==> src/rtl/timer_reload_from_frequency_top_macros.svh <==
// ----------------------------------------------------------------------------
// Timer reload set-up: assertion macros
// Shared concurrent assertion forms, clocked on i_clk and quiet in reset.
// ----------------------------------------------------------------------------
`ifndef TIMER_RELOAD_FROM_FREQUENCY_TOP_MACROS_SVH
`define TIMER_RELOAD_FROM_FREQUENCY_TOP_MACROS_SVH

// The consequent holds in the same cycle as the antecedent.
`define TRF_ASSERT_SAME(lbl, ante, cons) \
    lbl: assert property (@(posedge i_clk) disable iff (!i_rst_n) \
        (ante) |-> (cons)) else $error("check failed");

// The consequent holds in the cycle after the antecedent.
`define TRF_ASSERT_NEXT(lbl, ante, cons) \
    lbl: assert property (@(posedge i_clk) disable iff (!i_rst_n) \
        (ante) |=> (cons)) else $error("check failed");

`endif

==> src/rtl/trf_pkg.sv <==
// ----------------------------------------------------------------------------
// Timer reload set-up: package
// Constants and the record that travels along the divider cell rows.
// ----------------------------------------------------------------------------
`default_nettype none

package trf_pkg;

    localparam int unsigned QW = 22;
    localparam int unsigned DW = 21;
    localparam int unsigned RW = 17;

    localparam logic [QW-1:0] REF_CLOCK   = 22'd3579545;
    localparam logic [RW-1:0] RELOAD_MAX  = 17'h10000;
    localparam logic [31:0]   HZ_LOW_LIM  = 32'd18;
    localparam logic [31:0]   HZ_HIGH_LIM = 32'd1193181;
    localparam logic [31:0]   MS_SCALE    = 32'hDBB3A062;
    // Reciprocal of three scaled by 2^23, exact for values below 2^23.
    localparam logic [22:0]   RECIP3      = 23'd2796203;

    typedef struct packed {
        logic          valid;
        logic [DW-1:0] rem;
        logic [DW-1:0] div;
        logic [QW-1:0] quo;
        logic [RW-1:0] tag;
    } t_cell;

endpackage

`default_nettype wire

==> src/rtl/trf_cell.sv <==
// ----------------------------------------------------------------------------
// Timer reload set-up: divider cell
// One restoring step: brings in one dividend bit and yields one quotient bit.
// ----------------------------------------------------------------------------
`default_nettype none

module trf_cell
    import trf_pkg::*;
(
    input  wire logic  i_clk,
    input  wire logic  i_rst_n,
    input  wire logic  i_en,
    input  wire logic  i_bit,
    input  wire t_cell i_cell,
    output t_cell      o_cell
);

    t_cell         r_cell;
    t_cell         n_cell;
    logic [DW:0]   shifted;
    logic [DW:0]   diff;

    always_comb begin
        shifted = {i_cell.rem, i_bit};
        diff    = shifted - {1'b0, i_cell.div};
        n_cell  = i_cell;
        if (shifted >= {1'b0, i_cell.div}) begin
            n_cell.rem = diff[DW-1:0];
            n_cell.quo = {i_cell.quo[QW-2:0], 1'b1};
        end else begin
            n_cell.rem = shifted[DW-1:0];
            n_cell.quo = {i_cell.quo[QW-2:0], 1'b0};
        end
    end

    always_ff @(posedge i_clk) begin
        if (!i_rst_n) begin
            r_cell.valid <= 1'b0;
        end else if (i_en) begin
            r_cell.valid <= n_cell.valid;
        end
        if (i_en) begin
            r_cell.rem <= n_cell.rem;
            r_cell.div <= n_cell.div;
            r_cell.quo <= n_cell.quo;
            r_cell.tag <= n_cell.tag;
        end
    end

    assign o_cell = r_cell;

endmodule

`default_nettype wire

==> src/rtl/trf_div_row.sv <==
// ----------------------------------------------------------------------------
// Timer reload set-up: divider row
// A row of cells dividing the reference clock by the carried divisor.
// ----------------------------------------------------------------------------
`default_nettype none

module trf_div_row
    import trf_pkg::*;
(
    input  wire logic  i_clk,
    input  wire logic  i_rst_n,
    input  wire logic  i_en,
    input  wire t_cell i_cell,
    output t_cell      o_cell
);

    t_cell chain [QW+1];

    assign chain[0] = i_cell;

    for (genvar g = 0; g < QW; g++) begin : g_cell
        trf_cell u_cell (
            .i_clk   (i_clk),
            .i_rst_n (i_rst_n),
            .i_en    (i_en),
            .i_bit   (REF_CLOCK[QW-1-g]),
            .i_cell  (chain[g]),
            .o_cell  (chain[g+1])
        );
    end

    assign o_cell = chain[QW];

endmodule

`default_nettype wire

==> config.mk <==
export PLATFORM = sky130hd
export DESIGN_NAME = trf_div_row
export DESIGN_NICKNAME = d
export VERILOG_FILES = /design/src/rtl/timer_reload_from_frequency_top_macros.svh /design/src/rtl/trf_pkg.sv /design/src/rtl/trf_cell.sv /design/src/rtl/trf_div_row.sv
export SDC_FILE = /design/constraint.sdc
export NUM_CORES = 2
export LEC_CHECK = 0
export BUFFER_PORTS_ARGS = -buffer_cell sky130_fd_sc_hd__buf_2
export CORE_ASPECT_RATIO = 1.75
export CORE_MARGIN = 5
export CORE_UTILIZATION = 63
export CTS_BUF_LIST = sky130_fd_sc_hd__clkbuf_8
export CTS_CLUSTER_SIZE = 12
export DETAILED_ROUTE_END_ITERATION = 10
export PLACE_DENSITY = 0.77
export SLEW_MARGIN = 20
export SYNTH_ARGS = -nofsm -noshare
export SYNTH_HDL_FRONTEND = slang
export SYNTH_SLANG_ARGS = --single-unit
==> constraint.sdc <==
create_clock -name i_clk -period 3.48 [get_ports i_clk]
set_input_delay 0.174 -clock i_clk [delete_from_list [all_inputs] [get_ports i_clk]]
set_output_delay 0.174 -clock i_clk [all_outputs]
set_load 0.01 [all_outputs]
---- After elaboration in Yosys (flattened, before gate mapping) ----
Cells that the tools add are included.
Widths: inputs -> output; s select.
word-level totals
  register bits after elaboration ......... 1,573
  input port bits ......................... 85
  output and inout bits ................... 82
  logic and storage cells ................. 220
cells by class
  add/sub/neg operators ................... 22
  order comparisons ....................... 22
  mux-type cells .......................... 44
operators with widths
  cell            number
  $ge 22x21->1    22
  $mux 21         22
  $sub 21x21->21  22
  $mux 1          22

---- Logic depth before layout (Yosys ltp) ----
  depth after elaboration ................. 2
  mapped depth ............................ 13
  depth with buffers taken out ............ 12

---- Hierarchy ----
From an unflattened synthesis, not the netlist that was laid out.
unflattened totals
  cells, all modules ...................... 6,798
  area, all modules ....................... 89,474.6 um^2
by module, submodules not included
  module                            times used  cells an instance  area each (um^2)  seq. area each (um^2)
  trf_cell (g_cell[12].u_cell ...)  16          311                4,108.9           2,452.4
  trf_cell (g_cell[0].u_cell ...)   5           302                3,935.0           2,452.4
  trf_cell (g_cell[11].u_cell)      1           310                4,048.9           2,452.4
  trf_div_row                       1           2                  7.5               0.0

---- Worst setup path before layout ----
No wires, ideal clock.
  path type ............................... register to register
  start ................................... reg g_cell[8].u_cell.r_cell, in the netlist g_cell[8].u_cell.o_cell[41]
  end ..................................... reg g_cell[9].u_cell.r_cell, in the netlist g_cell[9].u_cell.o_cell[74], data pin
  library setup time ...................... 260 ps
  arrival ................................. 2,891 ps
  required time ........................... 3,220 ps
  setup slack ............................. 329 ps
  stages on the path, launching flop included .. 13
  path buffers ............................ 1
  clock period less this slack ............ 3,151 ps
  cells stage by stage .................... edfxtp_1 -> inv_1 -> ha_1 -> nor2b_1 -> o31a_1 -> o31ai_1 -> a211oi_1 -> a211o_1 -> a31oi_1 -> o21ai_1 -> a211oi_2 -> buf_4 -> mux2_2
RTL lines
  what                RTL line        text
  start: declaration  trf_cell.sv:18  t_cell r_cell;
  end: declaration    trf_cell.sv:18

==> metrics.md <==
| Metric | Value |
|---|---|
| Required @ worst endpoint | `~4.2 ns` |
| Tcrit/Tclk final | `1.02` |
| Post-DRT Antenna Nets | `0` |
| Async SR Flop Fraction | `0` |
| Slew HR | `0.426` |
| Post-synthesis area per instance | `13.1 sq um` |
| Max Transition Viols Final | `0` |
| Hold Vio Cnt, Final | `0` |
| Avg WL per Cell | `21.4 um` |
| Max FFs per register | `between 1500 and 2000` |
| Vias in the first global route | `51500` |
| H-tree depth | `4` |
| Die Ht | `468 um` |
| Synth area leaders | `edfxtp_1 (62%), ha_1 (7.4%), inv_1 (2.9%)` |
| Leak | `about 35 nW` |
| Hold Crit Class | `in -> reg` |
| Routability Congestion | `around 0.95` |
| P&R area growth vs syn | `14.6%` |
| Sequential share of the synthesized area | `0.622` |
| Vias per cell | `5.85` |
| Initial antenna violation count | `11` |
| CTS clk-pin slew, worst paths | `0.07 ns` |
| Storage cell area | `47000 sq um` |
| Syn Nets | `roughly 6300` |
| Chip Width | `272 um` |
| Routed WL | `176 mm` |
| Clock Skews | `0.0341 ns` |
| Violated checks | `setup timing` |
| Ys Warns | `0` |
| Cell taking the most area after synthesis | `edfxtp_1` |
| Status | `finished, violations left` |
| Number of synthesized flops with an enable pin | `approximately 1600` |
| Total clock sinks | `1573` |
| Die area | `between 100000 and 150000 sq um` |
| Max-Cap Viols | `0` |
| IO Port Bufs | `around 140` |
| Gate Count Post-Synth | `5784` |
| FF+latch count, synth | `~1600` |
| Final-layout fill cell count | `7661` |
| Core area | `120000 sq um` |
| Min Tclk post-route | `about 3.5 ns` |
| First-pass GRT wire length | `around 260 mm` |
| CP arrival | `4.21 ns` |
| # setup viols final | `15` |
| Nets | `7012` |
| Crit Path Class | `reg -> reg` |
| Vias post-DR | `47900` |
| Setup_tns | `-0.635 ns` |
| DRC viols | `0` |
| # IOs | `167` |
| Maximum vdd drop | `0.000472 V` |
| Primary FF master, synth | `edfxtp_1` |
| Pwr Density | `~880 nW/um^2` |
| Worst-Skew Late Latency | `0.92 ns` |
| Site Rows | `168` |
| Most frequent cells in the layout | `edfxtp_1 (1551), inv_1 (639), ha_1 (439)` |
| DRT iter0 DRCs | `2668` |
| Buffer depth of the longest clock path | `3` |
| Area of the multi-input gates | `26000 sq um` |
| Share of post-route cells with drive strength above 1 | `0.167` |
| CTS tree | `built` |
| Final worst slack | `-0.0599 ns` |
| RSZ-0062 raised after global routing | `yes` |
| Remaining Overflow, GRT | `0` |
| Worst R2R Path Depth | `13` |
| Startpoint Class | `flip-flop` |
| Library cells used by synthesis | `92` |
| Worst-Margin Slew | `roughly 0.86 ns` |
| Critical Path End Type | `flip-flop` |
| Starting Density | `0.632` |
| GRT Total Usage | `0.268` |
| Root buf cell | `clkbuf_8` |
| Pin count of the biggest net entering global routing | `130` |
| Placed wire-length estimate | `between 100 and 150 mm` |
| Drt pass-1 iters | `6` |
| Worst Path Max Fanout | `11` |
| Post-layout power | `~77 mW` |
| Worst hold path depth | `4` |
| Final core utilization | `0.725` |
| Achievable Freq | `~280 MHz` |
| Most common cell after layout, fill and taps aside | `edfxtp_1` |
| CTS Buf Count | `approximately 210` |
| Synthesized area | `approximately 76000 sq um` |
| Share of the synthesized area in the top cell type | `0.616` |
| Setup WS pre-CTS | `-0.157 ns` |
Yosys cell counts, types with 73 or more instances:
library cell,instances
edfxtp_1,1551
inv_1,582
ha_1,449
a21oi_1,405
nor2_1,317
o21ai_0,284
nand2_1,283
xnor2_1,197
mux2_2,190
a21o_1,146
xor2_1,142
nor2b_1,89
buf_4,87
nand3_1,73
timing repair:
| item | 4_1_cts | 5_1_grt |
|---|---|---|
| endpoints found under the setup margin | 127 | 177 |
| setup buffers | 14 | 22 |
| hold endpoints to repair | 206 | 0 |
| pin swaps | 14 | 41 |
| resized for setup | 35 | 110 |
| gates cloned | 5 | 6 |
| hold buffers | 123 | 0 |
report_power, final:
group | internal (mW) | switching, mW
combinational | 16.0 | 18.7
clock | 6.51 | 6.94
sequential | 26.4 | 1.95
final timing paths:
kind | start | end | slack (ns)
setup / recovery | g_cell[4].u_cell.o_cell[44] | g_cell[5].u_cell.o_cell[65] | -0.06
hold / removal | i_cell[66] | g_cell[0].u_cell.o_cell[67] | 0.1
setup reg to reg | g_cell[4].u_cell.o_cell[44] | g_cell[5].u_cell.o_cell[65] | -0.06
hold reg to reg | g_cell[15].u_cell.o_cell[7] | g_cell[16].u_cell.o_cell[7] | 0.41
kinds of logic after synthesis:
logic type	after synthesis	share of synthesized area
AO/OA/AOI/OAI	1276	0.108
XOR/XNOR	339	0.0393
adder cells (fa/ha/maj)	471	0.0801
buffers and inverters	763	0.0433
flip-flops	1573	0.622
multiplexers	252	0.0369
AND/OR/NAND/NOR	1110	0.0711
cell type report:
class,count,share of cell area
Antenna cell,30,0.000866
Clock buffer,213,0.0338
Clock inverter,176,0.0124
Inverter,583,0.0252
Multi-Input combinational cell,3448,0.300
Sequential cell,1573,0.542
Tap cell,1530,0.0221
Timing Repair Buffer,638,0.0639
worst max-delay path: stages, from the launching register on:
cell	delay, ns
edfxtp_1	0.39
inv_2	0.08
ha_4	0.22
a21oi_4	0.17
nor3b_4	0.24
a211oi_2	0.14
nand4b_1	0.27
a31oi_4	0.27
o41ai_4	0.14
a311o_1	0.40
a211oi_4	0.30
buf_4	0.17
buf_12	0.15
mux2_2	0.34
metal layers:
layer | up-vias | wire length (um) | global-route usage
li1 | 22700 | - | -
met3 | 764 | 5020 | 0.0342
met4 | 0 | 23500 | 0.299
met1 | 23100 | 46000 | 0.184
met2 | 1373 | 101000 | 0.545
met5 | - | 0 | 0
per-stage QoR:
step / instance area [sq um] / hold WS (ns) / instances
6_report: 86700 / 0.0988 / 8191
5_1_grt: 86700 / 0.107 / 8191
4_1_cts: 85900 / 0.000135 / 8137
3_5_place_dp: 80300 / 0.353 / 7609
3_3_place_gp: 80300 / 0.352 / 7609
2_1_floorplan: 75600 / 0.273 / 5784
Power figures use the tool's default switching activity.
